==> src/rtl/core/assert_macros.svh <==
// Assertion macros shared by the rasterizer RTL.
`ifndef ASSERT_MACROS_SVH
`define ASSERT_MACROS_SVH

// Same-cycle implication, checked out of reset.
`define RPR_ASSERT_IMPL(name, ante, cons) \
    name: assert property (@(posedge clk) disable iff (!rst_n) (ante) |-> (cons)) \
        else $error("rpr assertion failed");

// Next-cycle implication, checked out of reset.
`define RPR_ASSERT_NEXT(name, ante, cons) \
    name: assert property (@(posedge clk) disable iff (!rst_n) (ante) |=> (cons)) \
        else $error("rpr assertion failed");

`endif

==> src/rtl/core/rpr_pkg.sv <==
// Shared types and constants of the rounded panel rasterizer.
`default_nettype none

package rpr_pkg;

    localparam int CFG_IDX_W  = 3;
    localparam int CFG_DATA_W = 24;
    localparam int DIM_CFG_W  = 12;
    localparam int RADIUS_W   = 13;
    localparam int BORDER_W   = 12;
    localparam int RGB_W      = 24;
    localparam int CH_W       = 8;

    localparam logic [DIM_CFG_W-1:0] FRAME_DIM_RST = 12'd64;
    localparam logic [CH_W-1:0]      ALPHA_OPAQUE  = 8'hFF;
    localparam logic [CH_W-1:0]      ALPHA_CLEAR   = 8'h00;

    typedef enum logic [CFG_IDX_W-1:0] {
        CFG_FRAME_WIDTH  = 3'd0,
        CFG_FRAME_HEIGHT = 3'd1,
        CFG_RADIUS_HALF  = 3'd2,
        CFG_BORDER_PX    = 3'd3,
        CFG_FILL_RGB     = 3'd4,
        CFG_BORDER_RGB   = 3'd5
    } cfg_reg_t;

    // Per-pixel geometry flags carried down the pipe
    typedef struct packed {
        logic dx_zero;
        logic dy_zero;
        logic near_edge;
        logic last;
    } pix_flags_t;

endpackage

`default_nettype wire

==> src/rtl/core/rpr_scan.sv <==
// Raster scan position counter and first pipeline register.
`default_nettype none
`include "assert_macros.svh"

module rpr_scan #(
    parameter int POS_W = 11
) (
    input  logic             clk,
    input  logic             rst_n,
    input  logic             load,
    input  logic             restart,
    input  logic [POS_W:0]   w_eff,
    input  logic [POS_W:0]   h_eff,
    output logic [POS_W-1:0] x,
    output logic [POS_W-1:0] y
);
    import rpr_pkg::*;

    localparam int CNT_W = POS_W + 1;

    logic [POS_W-1:0] scan_col_reg;
    logic [POS_W-1:0] scan_row_reg;
    logic [POS_W-1:0] scan_col_next;
    logic [POS_W-1:0] scan_row_next;
    logic [POS_W-1:0] x_reg;
    logic [POS_W-1:0] y_reg;

    logic [CNT_W-1:0] c0;
    logic [CNT_W-1:0] r0;
    logic [CNT_W-1:0] cx;
    logic [CNT_W-1:0] r1;
    logic [CNT_W-1:0] ry;
    logic [CNT_W-1:0] cn;
    logic [CNT_W-1:0] rn;

    always_comb
    begin
        c0 = restart ? '0 : {1'b0, scan_col_reg};
        r0 = restart ? '0 : {1'b0, scan_row_reg};
        // stale column past a shrunk width wraps to the next row
        if (c0 >= w_eff)
        begin
            cx = '0;
            r1 = r0 + CNT_W'(1);
        end
        else
        begin
            cx = c0;
            r1 = r0;
        end
        ry = (r1 >= h_eff) ? '0 : r1;

        cn = cx + CNT_W'(1);
        rn = ry + CNT_W'(1);
        if (cn >= w_eff)
        begin
            scan_col_next = '0;
            scan_row_next = (rn >= h_eff) ? '0 : POS_W'(rn);
        end
        else
        begin
            scan_col_next = POS_W'(cn);
            scan_row_next = POS_W'(ry);
        end
    end

    always_ff @(posedge clk or negedge rst_n)
    begin
        if (!rst_n)
        begin
            scan_col_reg <= '0;
            scan_row_reg <= '0;
        end
        else if (load)
        begin
            scan_col_reg <= scan_col_next;
            scan_row_reg <= scan_row_next;
        end
    end

    always_ff @(posedge clk)
    begin
        if (load)
        begin
            x_reg <= POS_W'(cx);
            y_reg <= POS_W'(ry);
        end
    end

    assign x = x_reg;
    assign y = y_reg;

    `RPR_ASSERT_NEXT(a_pos_in_frame, load, (CNT_W'(x) < w_eff) && (CNT_W'(y) < h_eff))

endmodule

`default_nettype wire

==> src/rtl/core/rpr_offset.sv <==
// Offset stage: distance from the inner box, edge proximity and end of frame.
`default_nettype none

module rpr_offset #(
    parameter int POS_W = 11,
    parameter int OFF_W = 14
) (
    input  logic                          clk,
    input  logic                          load,
    input  logic [POS_W-1:0]              x_in,
    input  logic [POS_W-1:0]              y_in,
    input  logic [POS_W:0]                w_eff,
    input  logic [POS_W:0]                h_eff,
    input  logic [rpr_pkg::RADIUS_W-1:0]  radius,
    input  logic [rpr_pkg::BORDER_W-1:0]  border,
    output logic [OFF_W-1:0]              adx,
    output logic [OFF_W-1:0]              ady,
    output rpr_pkg::pix_flags_t           flags,
    output logic [POS_W-1:0]              x,
    output logic [POS_W-1:0]              y
);
    import rpr_pkg::*;

    localparam int CNT_W  = POS_W + 1;
    localparam int HALF_W = OFF_W + 1;
    localparam int EW     = ((CNT_W > BORDER_W) ? CNT_W : BORDER_W) + 1;

    // offset of v from the box [lo, hi]; lo wins on an empty box
    function automatic logic signed [HALF_W-1:0] box_off(
        input logic signed [HALF_W-1:0] v,
        input logic signed [HALF_W-1:0] lo,
        input logic signed [HALF_W-1:0] hi
    );
        logic signed [HALF_W-1:0] n;
        n = (v < hi) ? v : hi;
        if (n < lo)
        begin
            n = lo;
        end
        return v - n;
    endfunction

    logic signed [HALF_W-1:0] r_s;
    logic signed [HALF_W-1:0] hx;
    logic signed [HALF_W-1:0] hy;
    logic signed [HALF_W-1:0] vx;
    logic signed [HALF_W-1:0] vy;
    logic signed [HALF_W-1:0] dx;
    logic signed [HALF_W-1:0] dy;
    logic [EW-1:0]            xe;
    logic [EW-1:0]            ye;
    logic [EW-1:0]            be;
    logic [EW-1:0]            we;
    logic [EW-1:0]            he;
    pix_flags_t               flags_next;

    logic [OFF_W-1:0] adx_reg;
    logic [OFF_W-1:0] ady_reg;
    pix_flags_t       flags_reg;
    logic [POS_W-1:0] x_reg;
    logic [POS_W-1:0] y_reg;

    always_comb
    begin
        r_s = $signed(HALF_W'(radius));
        hx  = $signed(HALF_W'({w_eff, 1'b0})) - r_s;
        hy  = $signed(HALF_W'({h_eff, 1'b0})) - r_s;
        vx  = $signed(HALF_W'({x_in, 1'b1}));
        vy  = $signed(HALF_W'({y_in, 1'b1}));
        dx  = box_off(vx, r_s, hx);
        dy  = box_off(vy, r_s, hy);

        xe = EW'(x_in);
        ye = EW'(y_in);
        be = EW'(border);
        we = EW'(w_eff);
        he = EW'(h_eff);

        flags_next.dx_zero   = (dx == '0);
        flags_next.dy_zero   = (dy == '0);
        // x >= w - b written as x + b >= w to stay unsigned
        flags_next.near_edge = (border != '0) &&
                               ((xe < be) || (xe + be >= we) ||
                                (ye < be) || (ye + be >= he));
        flags_next.last      = (CNT_W'(x_in) + CNT_W'(1) == w_eff) &&
                               (CNT_W'(y_in) + CNT_W'(1) == h_eff);
    end

    always_ff @(posedge clk)
    begin
        if (load)
        begin
            adx_reg   <= dx[HALF_W-1] ? OFF_W'(-dx) : OFF_W'(dx);
            ady_reg   <= dy[HALF_W-1] ? OFF_W'(-dy) : OFF_W'(dy);
            flags_reg <= flags_next;
            x_reg     <= x_in;
            y_reg     <= y_in;
        end
    end

    assign adx   = adx_reg;
    assign ady   = ady_reg;
    assign flags = flags_reg;
    assign x     = x_reg;
    assign y     = y_reg;

endmodule

`default_nettype wire

==> src/rtl/core/rpr_shade.sv <==
// Shade stages: squared distances, corner test, color select and output register.
`default_nettype none

module rpr_shade #(
    parameter int POS_W = 11,
    parameter int OFF_W = 14
) (
    input  logic                          clk,
    input  logic                          load3,
    input  logic                          load4,
    input  logic [OFF_W-1:0]              adx,
    input  logic [OFF_W-1:0]              ady,
    input  rpr_pkg::pix_flags_t           flags_in,
    input  logic [POS_W-1:0]              x_in,
    input  logic [POS_W-1:0]              y_in,
    input  logic [rpr_pkg::RADIUS_W-1:0]  radius,
    input  logic [rpr_pkg::RGB_W-1:0]     fill_rgb,
    input  logic [rpr_pkg::RGB_W-1:0]     border_rgb,
    output logic [POS_W-1:0]              col,
    output logic [POS_W-1:0]              row,
    output logic [rpr_pkg::CH_W-1:0]      red,
    output logic [rpr_pkg::CH_W-1:0]      green,
    output logic [rpr_pkg::CH_W-1:0]      blue,
    output logic [rpr_pkg::CH_W-1:0]      alpha,
    output logic                          last
);
    import rpr_pkg::*;

    localparam int SQ_W  = 2 * OFF_W;
    localparam int SUM_W = SQ_W + 1;
    localparam int RR_W  = 2 * RADIUS_W;
    localparam int CMP_W = (SUM_W > RR_W) ? SUM_W : RR_W;

    logic [SQ_W-1:0]  sqx_reg;
    logic [SQ_W-1:0]  sqy_reg;
    logic [RR_W-1:0]  rr_sq_reg;
    pix_flags_t       flags3_reg;
    logic [POS_W-1:0] x3_reg;
    logic [POS_W-1:0] y3_reg;

    logic [SUM_W-1:0] dist_sq;
    logic             in_shape;
    logic [RGB_W-1:0] rgb_next;

    logic [POS_W-1:0] col_reg;
    logic [POS_W-1:0] row_reg;
    logic [RGB_W-1:0] rgb_reg;
    logic [CH_W-1:0]  alpha_reg;
    logic             last_reg;

    // the user must change radius only while the pipe is empty; the block itself does not enforce this
    always_ff @(posedge clk)
    begin
        rr_sq_reg <= RR_W'(radius) * RR_W'(radius);
    end

    always_ff @(posedge clk)
    begin
        if (load3)
        begin
            sqx_reg    <= SQ_W'(adx) * SQ_W'(adx);
            sqy_reg    <= SQ_W'(ady) * SQ_W'(ady);
            flags3_reg <= flags_in;
            x3_reg     <= x_in;
            y3_reg     <= y_in;
        end
    end

    always_comb
    begin
        dist_sq  = SUM_W'(sqx_reg) + SUM_W'(sqy_reg);
        in_shape = flags3_reg.dx_zero || flags3_reg.dy_zero ||
                   (CMP_W'(dist_sq) <= CMP_W'(rr_sq_reg));
        if (!in_shape)
        begin
            rgb_next = '0;
        end
        else if (flags3_reg.near_edge)
        begin
            rgb_next = border_rgb;
        end
        else
        begin
            rgb_next = fill_rgb;
        end
    end

    always_ff @(posedge clk)
    begin
        if (load4)
        begin
            col_reg   <= x3_reg;
            row_reg   <= y3_reg;
            rgb_reg   <= rgb_next;
            alpha_reg <= in_shape ? ALPHA_OPAQUE : ALPHA_CLEAR;
            last_reg  <= flags3_reg.last;
        end
    end

    assign col   = col_reg;
    assign row   = row_reg;
    assign red   = rgb_reg[3*CH_W-1:2*CH_W];
    assign green = rgb_reg[2*CH_W-1:CH_W];
    assign blue  = rgb_reg[CH_W-1:0];
    assign alpha = alpha_reg;
    assign last  = last_reg;

endmodule

`default_nettype wire

==> src/rtl/core/rounded_panel_rasterizer.sv <==
// Rounded panel rasterizer top level: config registers, pipeline control, stages.
// A word accepted at the input passes the scan, offset, square and output registers
//   in that order. Throughput: one pixel per cycle while out_stall is low; each of
//   the four stages has its own valid bit and loads whenever it is empty or its
//   successor moves, so bubbles are squeezed out.
// Reset (rst_n low, async): scan position to (0,0), all stages empty, registers to
//   64x64 frame, zero radius, no border, black colors.
`default_nettype none
`include "assert_macros.svh"

module rounded_panel_rasterizer #(
    parameter int MAX_DIM = 2048
) (
    input  logic                            clk,
    input  logic                            rst_n,
    input  logic                            cfg_we,
    input  logic [rpr_pkg::CFG_IDX_W-1:0]   cfg_index,
    input  logic [rpr_pkg::CFG_DATA_W-1:0]  cfg_data,
    input  logic                            in_valid,
    output logic                            in_stall,
    input  logic                            restart,
    output logic                            out_valid,
    input  logic                            out_stall,
    output logic [$clog2(MAX_DIM)-1:0]      col,
    output logic [$clog2(MAX_DIM)-1:0]      row,
    output logic [rpr_pkg::CH_W-1:0]        red,
    output logic [rpr_pkg::CH_W-1:0]        green,
    output logic [rpr_pkg::CH_W-1:0]        blue,
    output logic [rpr_pkg::CH_W-1:0]        alpha,
    output logic                            last
);
    import rpr_pkg::*;

    localparam int POS_W  = $clog2(MAX_DIM);
    // counts up to the frame size itself
    localparam int CNT_W  = POS_W + 1;
    localparam int CMP_W  = (DIM_CFG_W > CNT_W) ? DIM_CFG_W : CNT_W;
    // half-pixel offsets: covers twice the frame size and the full radius
    localparam int HALF_W = (((CNT_W + 1) > RADIUS_W) ? (CNT_W + 1) : RADIUS_W) + 1;
    localparam int OFF_W  = HALF_W - 1;

    // ---------------------------------------------------------------
    // Configuration registers
    // ---------------------------------------------------------------
    logic [DIM_CFG_W-1:0] frame_width_reg;
    logic [DIM_CFG_W-1:0] frame_height_reg;
    logic [RADIUS_W-1:0]  radius_half_reg;
    logic [BORDER_W-1:0]  border_px_reg;
    logic [RGB_W-1:0]     fill_rgb_reg;
    logic [RGB_W-1:0]     border_rgb_reg;

    always_ff @(posedge clk or negedge rst_n)
    begin
        if (!rst_n)
        begin
            frame_width_reg  <= FRAME_DIM_RST;
            frame_height_reg <= FRAME_DIM_RST;
            radius_half_reg  <= '0;
            border_px_reg    <= '0;
            fill_rgb_reg     <= '0;
            border_rgb_reg   <= '0;
        end
        else if (cfg_we)
        begin
            unique case (cfg_index)
                CFG_FRAME_WIDTH:  frame_width_reg  <= cfg_data[DIM_CFG_W-1:0];
                CFG_FRAME_HEIGHT: frame_height_reg <= cfg_data[DIM_CFG_W-1:0];
                CFG_RADIUS_HALF:  radius_half_reg  <= cfg_data[RADIUS_W-1:0];
                CFG_BORDER_PX:    border_px_reg    <= cfg_data[BORDER_W-1:0];
                CFG_FILL_RGB:     fill_rgb_reg     <= cfg_data[RGB_W-1:0];
                CFG_BORDER_RGB:   border_rgb_reg   <= cfg_data[RGB_W-1:0];
                default:          ;
            endcase
        end
    end

    // Effective frame size: zero reads as one, anything past MAX_DIM as MAX_DIM.
    // Kept combinational so a word right after a register write sees the new size.
    logic [CNT_W-1:0] w_eff;
    logic [CNT_W-1:0] h_eff;

    always_comb
    begin
        if (frame_width_reg == '0)
        begin
            w_eff = CNT_W'(1);
        end
        else if (CMP_W'(frame_width_reg) > CMP_W'(MAX_DIM))
        begin
            w_eff = CNT_W'(MAX_DIM);
        end
        else
        begin
            w_eff = CNT_W'(frame_width_reg);
        end

        if (frame_height_reg == '0)
        begin
            h_eff = CNT_W'(1);
        end
        else if (CMP_W'(frame_height_reg) > CMP_W'(MAX_DIM))
        begin
            h_eff = CNT_W'(MAX_DIM);
        end
        else
        begin
            h_eff = CNT_W'(frame_height_reg);
        end
    end

    // ---------------------------------------------------------------
    // Pipeline control: stage 1 scan, 2 offsets, 3 squares, 4 output
    // ---------------------------------------------------------------
    logic s1_valid_reg;
    logic s2_valid_reg;
    logic s3_valid_reg;
    logic out_valid_reg;
    logic ready1;
    logic ready2;
    logic ready3;
    logic ready4;
    logic accept;

    assign ready4   = !out_valid_reg || !out_stall;
    assign ready3   = !s3_valid_reg || ready4;
    assign ready2   = !s2_valid_reg || ready3;
    assign ready1   = !s1_valid_reg || ready2;
    assign in_stall = !ready1;
    assign accept   = in_valid && ready1;

    always_ff @(posedge clk or negedge rst_n)
    begin
        if (!rst_n)
        begin
            s1_valid_reg  <= 1'b0;
            s2_valid_reg  <= 1'b0;
            s3_valid_reg  <= 1'b0;
            out_valid_reg <= 1'b0;
        end
        else
        begin
            if (ready1)
            begin
                s1_valid_reg <= in_valid;
            end
            if (ready2)
            begin
                s2_valid_reg <= s1_valid_reg;
            end
            if (ready3)
            begin
                s3_valid_reg <= s2_valid_reg;
            end
            if (ready4)
            begin
                out_valid_reg <= s3_valid_reg;
            end
        end
    end

    assign out_valid = out_valid_reg;

    // ---------------------------------------------------------------
    // Datapath
    // ---------------------------------------------------------------
    logic [POS_W-1:0] s1_x;
    logic [POS_W-1:0] s1_y;
    logic [POS_W-1:0] s2_x;
    logic [POS_W-1:0] s2_y;
    logic [OFF_W-1:0] s2_adx;
    logic [OFF_W-1:0] s2_ady;
    pix_flags_t       s2_flags;

    rpr_scan #(
        .POS_W (POS_W)
    ) u_scan (
        .clk     (clk),
        .rst_n   (rst_n),
        .load    (accept),
        .restart (restart),
        .w_eff   (w_eff),
        .h_eff   (h_eff),
        .x       (s1_x),
        .y       (s1_y)
    );

    rpr_offset #(
        .POS_W (POS_W),
        .OFF_W (OFF_W)
    ) u_offset (
        .clk    (clk),
        .load   (ready2 && s1_valid_reg),
        .x_in   (s1_x),
        .y_in   (s1_y),
        .w_eff  (w_eff),
        .h_eff  (h_eff),
        .radius (radius_half_reg),
        .border (border_px_reg),
        .adx    (s2_adx),
        .ady    (s2_ady),
        .flags  (s2_flags),
        .x      (s2_x),
        .y      (s2_y)
    );

    rpr_shade #(
        .POS_W (POS_W),
        .OFF_W (OFF_W)
    ) u_shade (
        .clk        (clk),
        .load3      (ready3 && s2_valid_reg),
        .load4      (ready4 && s3_valid_reg),
        .adx        (s2_adx),
        .ady        (s2_ady),
        .flags_in   (s2_flags),
        .x_in       (s2_x),
        .y_in       (s2_y),
        .radius     (radius_half_reg),
        .fill_rgb   (fill_rgb_reg),
        .border_rgb (border_rgb_reg),
        .col        (col),
        .row        (row),
        .red        (red),
        .green      (green),
        .blue       (blue),
        .alpha      (alpha),
        .last       (last)
    );

    logic pipe_full;
    logic pix_clear;

    assign pipe_full = s1_valid_reg && s2_valid_reg && s3_valid_reg && out_valid_reg;
    assign pix_clear = (alpha == ALPHA_CLEAR) && (red == '0) && (green == '0) &&
                       (blue == '0);

    // Input backs up only when every stage holds a word
    `RPR_ASSERT_IMPL(a_stall_only_when_full, in_stall, pipe_full)
    // A pixel outside the shape is fully transparent black
    `RPR_ASSERT_IMPL(a_outside_is_clear, out_valid && (alpha != ALPHA_OPAQUE), pix_clear)

endmodule

`default_nettype wire

==> config.mk <==
export PLATFORM = sky130hd
export DESIGN_NAME = rounded_panel_rasterizer
export DESIGN_NICKNAME = d
export VERILOG_FILES = /design/src/rtl/core/rpr_pkg.sv /design/src/rtl/core/rpr_scan.sv /design/src/rtl/core/rpr_offset.sv /design/src/rtl/core/rpr_shade.sv /design/src/rtl/core/rounded_panel_rasterizer.sv
export VERILOG_INCLUDE_DIRS = /design/src /design/src/rtl/core
export SDC_FILE = /design/constraint.sdc
export NUM_CORES = 2
export LEC_CHECK = 0
export ABC_AREA = 1
export BUFFER_PORTS_ARGS = -buffer_cell sky130_fd_sc_hd__buf_2
export CAP_MARGIN = 20
export CORE_ASPECT_RATIO = 0.7
export CORE_MARGIN = 4
export CORE_UTILIZATION = 30
export CTS_CLUSTER_DIAMETER = 80
export DETAILED_ROUTE_END_ITERATION = 10
export SYNTH_ARGS = -nofsm -noshare
export SYNTH_HDL_FRONTEND = slang
export SYNTH_HIERARCHICAL = 1
export SYNTH_SLANG_ARGS = --single-unit
==> constraint.sdc <==
create_clock -name clk -period 8.8 [get_ports clk]
set_input_delay 0.88 -clock clk [delete_from_list [all_inputs] [get_ports clk]]
set_output_delay 0.88 -clock clk [all_outputs]
set_load 0.01 [all_outputs]
* Word-level counts from Yosys, hierarchy flattened
Cells that the tools add are included.
Word-level totals: output and inout bits 57, register bits after elaboration 356, logic and storage cells 128, bits of input ports 33
Operators by class: $lt $le $gt $ge 15, add/sub/neg operators 14, $mul 3, reductions and logical operators 33, multiplexer cells 20, equality and inequality tests 7
Operator list (count):
- $mux 12 | 7
- $mul 13x13->26 | 3
- $mux 14 | 4
- $mux 11 | 5
- $ge 12x12->1 | 4
- $add 12x1->12 const B | 3
- $logic_not 14->1 | 2
- $lt 13x14->1 | 2
- $lt 14x14->1 | 2
- $sub 13x13->14 | 2
- $sub 13x14->14 | 2
- $add 26x26->27 | 1
- $le 27x26->1 | 1
- $add 11x12->13 | 2
- $ge 13x12->1 | 2
- $mux 13 | 2
- $neg 13->13 | 2
- $add 11x1->12 const B | 2
- $eq 12x12->1 | 2
- $gt 12x12->1 const B | 2
- $logic_not 12->1 | 2
- $lt 11x12->1 | 2
- $mux 24 | 1
- $reduce_and 2->1 | 6
- other kinds (9) | 29

* Longest topological paths before layout
depth after elaboration 11, gate-level depth with buffers 55, gate-level depth less buffers 54

* Modules after synthesis
The synthesis kept the hierarchy.
Modules (own cells, without submodules):
- rpr_shade | instances 1, area an instance 21333.0 µm², cells an instance 2466
- rpr_offset | instances 1, area an instance 9394.0 µm², cells an instance 1364
- rpr_scan | instances 1, area an instance 4124.0 µm², cells an instance 536
- rounded_panel_rasterizer | instances 1, area an instance 4007.6 µm², cells an instance 430

* Least setup slack after synthesis
OpenSTA, ideal clock, no wires.
kind register to register, start reg frame_width_reg[10], end reg u_offset.adx_reg[12], in the netlist u_offset/adx[12], data pin, period minus slack after synthesis 7.335 ns, slack 1.465 ns, path buffers 2, library setup time 0.253 ns, cell stages (with the launch flop) 47, arrival 7.082 ns, cell sequence dfrtp_1 > nor2_1 > nand2_1 > nor2_1 > nand2_1 > o21ai_0 > ha_1 > nand2_1 > nor3_1 > nor2_1 > o21ai_0 > nand2_1 > nand2_1 > or2_2 > nand2_1 > ha_1 > a21oi_1 > o21ai_0 > [... 11 more ...] > a211oi_1 > nand2_1 > a21oi_1 > ha_1 > clkbuf_1 > inv_1 > o21ai_0 > ha_1 > fa_1 > nand2_1 > nor2_1 > nand2_1 > nor2_2 > nand3_2 > nor3_2 > nand3_1 > nand3b_2 > nand2_1
On the way: longest elaborated chain between the ends 11, elaborated cells between the ends (all ways) 12
RTL lines:
- start, declared | RTL line rounded_panel_rasterizer.sv:45 | logic [DIM_CFG_W-1:0] frame_width_reg;
- start signal, assigned | RTL line rounded_panel_rasterizer.sv:66 | CFG_FRAME_WIDTH: frame_width_reg <= cfg_data[DIM_CFG_W-1:0];
- $gt 12x12->1 | RTL line rounded_panel_rasterizer.sv:88 | else if (CMP_W'(frame_width_reg) > CMP_W'(MAX_DIM))
- $mux 12 | RTL line rounded_panel_rasterizer.sv:88
- $mux 12 * | RTL line rounded_panel_rasterizer.sv:84 | if (frame_width_reg == '0)
- net w_eff[0] | RTL line rounded_panel_rasterizer.sv:79 | logic [CNT_W-1:0] w_eff;
- $sub 13x13->14 * | RTL line rpr_offset.sv:66 | hx = $signed(HALF_W'({w_eff, 1'b0})) - r_s;
- $lt 13x14->1 | RTL line rpr_offset.sv:35 | n = (v < hi) ? v : hi;
- $mux 14 * | RTL line rpr_offset.sv:35
- $lt 14x14->1 | RTL line rpr_offset.sv:36 | if (n < lo)
- $mux 14 * | RTL line rpr_offset.sv:36
- $sub 13x14->14 * | RTL line rpr_offset.sv:40 | return v - n;
- $neg 13->13 | RTL line rpr_offset.sv:93 | adx_reg <= dx[HALF_W-1] ? OFF_W'(-dx) : OFF_W'(dx);
- $mux 13 * | RTL line rpr_offset.sv:93
- end signal, assigned | RTL line rpr_offset.sv:93
- end, declared | RTL line rpr_offset.sv:57 | logic [OFF_W-1:0] adx_reg;
The timed path passes the listed nets; every way through them passes the cells marked *. A chain may end at the register's enable or synchronous reset.

* Final worst setup path
start reg frame_width_reg[4], end reg u_offset.adx_reg[12], in the netlist u_offset/adx[12], data pin
Same word-level chain as after synthesis.

==> results_dict.tcl <==
set metrics [dict create \
    status "finished, final reports clean" \
    ys_types 70 \
    cts_buffer_depth 3 \
    crit_path_end_kind "flop" \
    routed_wl_um 103000 \
    drt_pass1_iterations 6 \
    grt_busiest_layer "met1" \
    synth_top_area_cell "edfxtp_1" \
    min_period_over_period_pct 93.2 \
    gr-total-overflow 0 \
    critPathRequiredTime_ns 9.12 \
    worst_pin_slew_ns 1.00 \
    grtUsageMet1_pct 23.3 \
    grt_pass1_vias 29800 \
    skew_ns 0.0263 \
    netlist_area_um2 38900 \
    clockRootBuffer "clkbuf_16" \
    ioPinCount 90 \
    grt_first_pass_wirelength_um 165000 \
    ff_latch_area_um2 9530 \
    use_met3_pct 3.04 \
    yosysWarnings 6 \
    fill_cells 13500 \
    startpoint "frame_width_reg[4]" \
    hold_path_class "in2async" \
    worstReg2RegStart "frame_width_reg[4]" \
    path_class "reg2reg" \
    area_growth_pct 9.79 \
    antenna_found_initial 6 \
    cp_max_fo 14 \
    dieArea_um2 135000 \
    seq_area_frac_synth_pct 24.5 \
    path_clk_slew_ns 0.07 \
    drtIter0Drc 2437 \
    synthArstFlopShare_pct 35.5 \
    dp_hpwl_um 82400 \
    synth_edf_count 198 \
    drc 0 \
    grt_usage_pct 15.2 \
    start_util_pct 30.2 \
    placement.io_buffers 89 \
    use_met2_pct 22.2 \
    fin_crit_ns 8.20 \
    worstReg2RegEnd "u_offset/adx[12]" \
    synthCells 4796 \
    r2r_setup_slack_ns 0.60 \
    rows 110 \
    hold_viol 0 \
    finalNonFillerCells 6661 \
    fin_nets 5692 \
    multi_input_area_um2 24700 \
    max_clock_freq_mhz 122 \
    cts_tree "done" \
    reg2reg_depth 47 \
    coreArea_um2 129000 \
    avgRoutedWirePerCell_um 15.4 \
    fp.dieW_um 438 \
    postSynthAreaPerCell_um2 8.10 \
    ys_ff_latch 346 \
    antenna_left 0 \
    crit_arrival_ns 8.53 \
    clkLatencyLatePin_ns 0.58 \
    die_h_um 309 \
    crit_path_max_incr_delay_ns 0.61 \
    startpoint_type "flop" \
    grt_max_degree 75 \
    cpMostUsedCell "nand2_1" \
    slew_violations 0 \
    h-tree-depth 2 \
    synth_top_area_share_pct 15.3 \
    place_congestion 0.934 \
    cts_num_sinks 346 \
    yosys_most_used_dff "edfxtp_1" \
    setup-violations-final 0 \
    syn_nets 5593 \
    vias 30800 \
    cpMaxStageDelayCell "fa_1" \
    routed_via_density 4.62 \
    drive_gt1_share_pct 8.63 \
    maxCapViolCount 0 \
    max-slew-margin-rel_pct 33.0 \
    dpl.cell_count 6582 \
    numCtsBuffers 37 \
    synthTopCellsByArea "edfxtp_1, ha_1, fa_1, inv_1, nand2_1" \
]
==> cells in the final DEF, fill, tap and decap left out, types with 7 or more instances in the layout <==
| master | Yosys | layout |
|---|---|---|
| ha_1 | 473 | 470 |
| o21ai_2 | 12 | 13 |
| clkinv_2 | 0 | 7 |
| o22ai_1 | 7 | 7 |
| o21ai_1 | 74 | 79 |
| nor2_4 | 13 | 16 |
| or2_2 | 13 | 13 |
| nor4_1 | 12 | 12 |
| dfrtp_1 | 121 | 121 |
| nor3_2 | 9 | 9 |
| nor2_1 | 227 | 224 |
| nor3_1 | 40 | 40 |
| clkbuf_16 | 0 | 37 |
| a21oi_2 | 22 | 24 |
| clkinv_1 | 3 | 9 |
| nand3_1 | 162 | 162 |
| clkbuf_1 | 61 | 7 |
| a21boi_0 | 16 | 12 |
| nand3b_1 | 8 | 8 |
| a31oi_1 | 13 | 13 |
| nand4_1 | 46 | 46 |
| a21o_1 | 14 | 14 |
| nor2_2 | 13 | 13 |
| o21ai_0 | 167 | 161 |
| buf_4 | 13 | 69 |
| nand2_4 | 17 | 16 |
| a21oi_1 | 220 | 218 |
| buf_2 | 9 | 89 |
| fa_1 | 291 | 291 |
| inv_1 | 1085 | 1080 |
| mux2i_1 | 24 | 24 |
| o21bai_1 | 24 | 24 |
| xnor2_1 | 56 | 56 |
| inv_2 | 11 | 13 |
| nand2_1 | 1017 | 1016 |
| dfxtp_1 | 25 | 25 |
| nand2_2 | 47 | 48 |
| nand3_2 | 14 | 14 |
| xor2_1 | 142 | 142 |
| edfxtp_1 | 198 | 198 |
==> worst max-delay path: cells and delay by family, from the launching register on <==
family          cells  cell delay (ns)
xor+xnor            1             0.17
buf+inv             6             0.83
simple gates       23             2.49
fa+ha+maj           7             2.36
flops               1             0.41
compound gates     10             1.65
==> final cells by class <==
cell class / instances / share of cell area, %
Clock buffer: 44 / 2.23
Timing Repair Buffer: 159 / 2.27
Inverter: 1100 / 9.72
Sequential cell: 346 / 22.3
Tap cell: 1736 / 5.09
Multi-Input combinational cell: 3251 / 57.9
Clock inverter: 24 / 0.443
Antenna cell: 1 / 0.00587
==> metal layers <==
| metal | vias to the layer above | routed length, um |
|---|---|---|
| li1 | 15300 | - |
| met1 | 14600 | 51600 |
| met2 | 804 | 41900 |
| met3 | 100 | 7920 |
| met4 | 4 | 1160 |
| met5 | - | 93 |
==> metrics by stage <==
step                TNS, ns  setup slack [ns]  instance area (um^2)  hold slack, ns  util, %
floorplan                 0              1.46                 38900           0.400        -
global placement          0            0.0374                 41400           0.401     32.2
detailed placement        0             0.192                 41400           0.405     32.2
CTS                       0             0.155                 42500           0.360     33.1
global route        -0.0556           -0.0282                 42700           0.398     33.2
finish                    0             0.595                 42700           0.362     33.2
==> synth_stat cells, drive strengths merged (12+ instances only) <==
cell type and instances:
fa 291, a21boi 17, edfxtp 198, a21oi 244
inv 1097, clkbuf 62, a21o 14, o21bai 24
xor2 145, dfrtp 121, a31oi 13, o21ai 253
nand2 1081, nor2 256, mux2i 24, dfxtp 25
buf 36, nor3 51, nor4 12, ha 473
xnor2 57, nand3 179, nand4 50, or2 13
==> repair_timing <==
item	4_1_cts	5_1_grt
setup endpoints to repair	0	26
gates resized for setup	0	25
hold buffers	0	0
setup buffers	0	10
==> cells by family after synthesis <==
kind of cell / Yosys count / synth area share (%)
buf+inv: 1199 / 12.1
fa+ha+maj: 764 / 30.2
other cells: 1 / 0.00965
flops: 346 / 24.5
compound gates: 603 / 8.80
simple gates: 1656 / 19.0
xor+xnor: 202 / 4.72
mux: 25 / 0.647
==> worst max path at each step <==
stage	cells past startpoint	to	slack [ns]
detailed placement	47	u_offset/adx[12]	0.19
floorplan	46	u_offset/adx[12]	1.46
global route	47	u_offset/ady[7]	-0.03
finish	47	u_offset/adx[12]	0.60
global placement	43	u_offset/adx[12]	0.04
CTS	47	u_offset/adx[12]	0.15
Power is left out: the tool's default activity adds up to more than one toggle a clock period on the data nets, which glitch-free logic cannot reach.
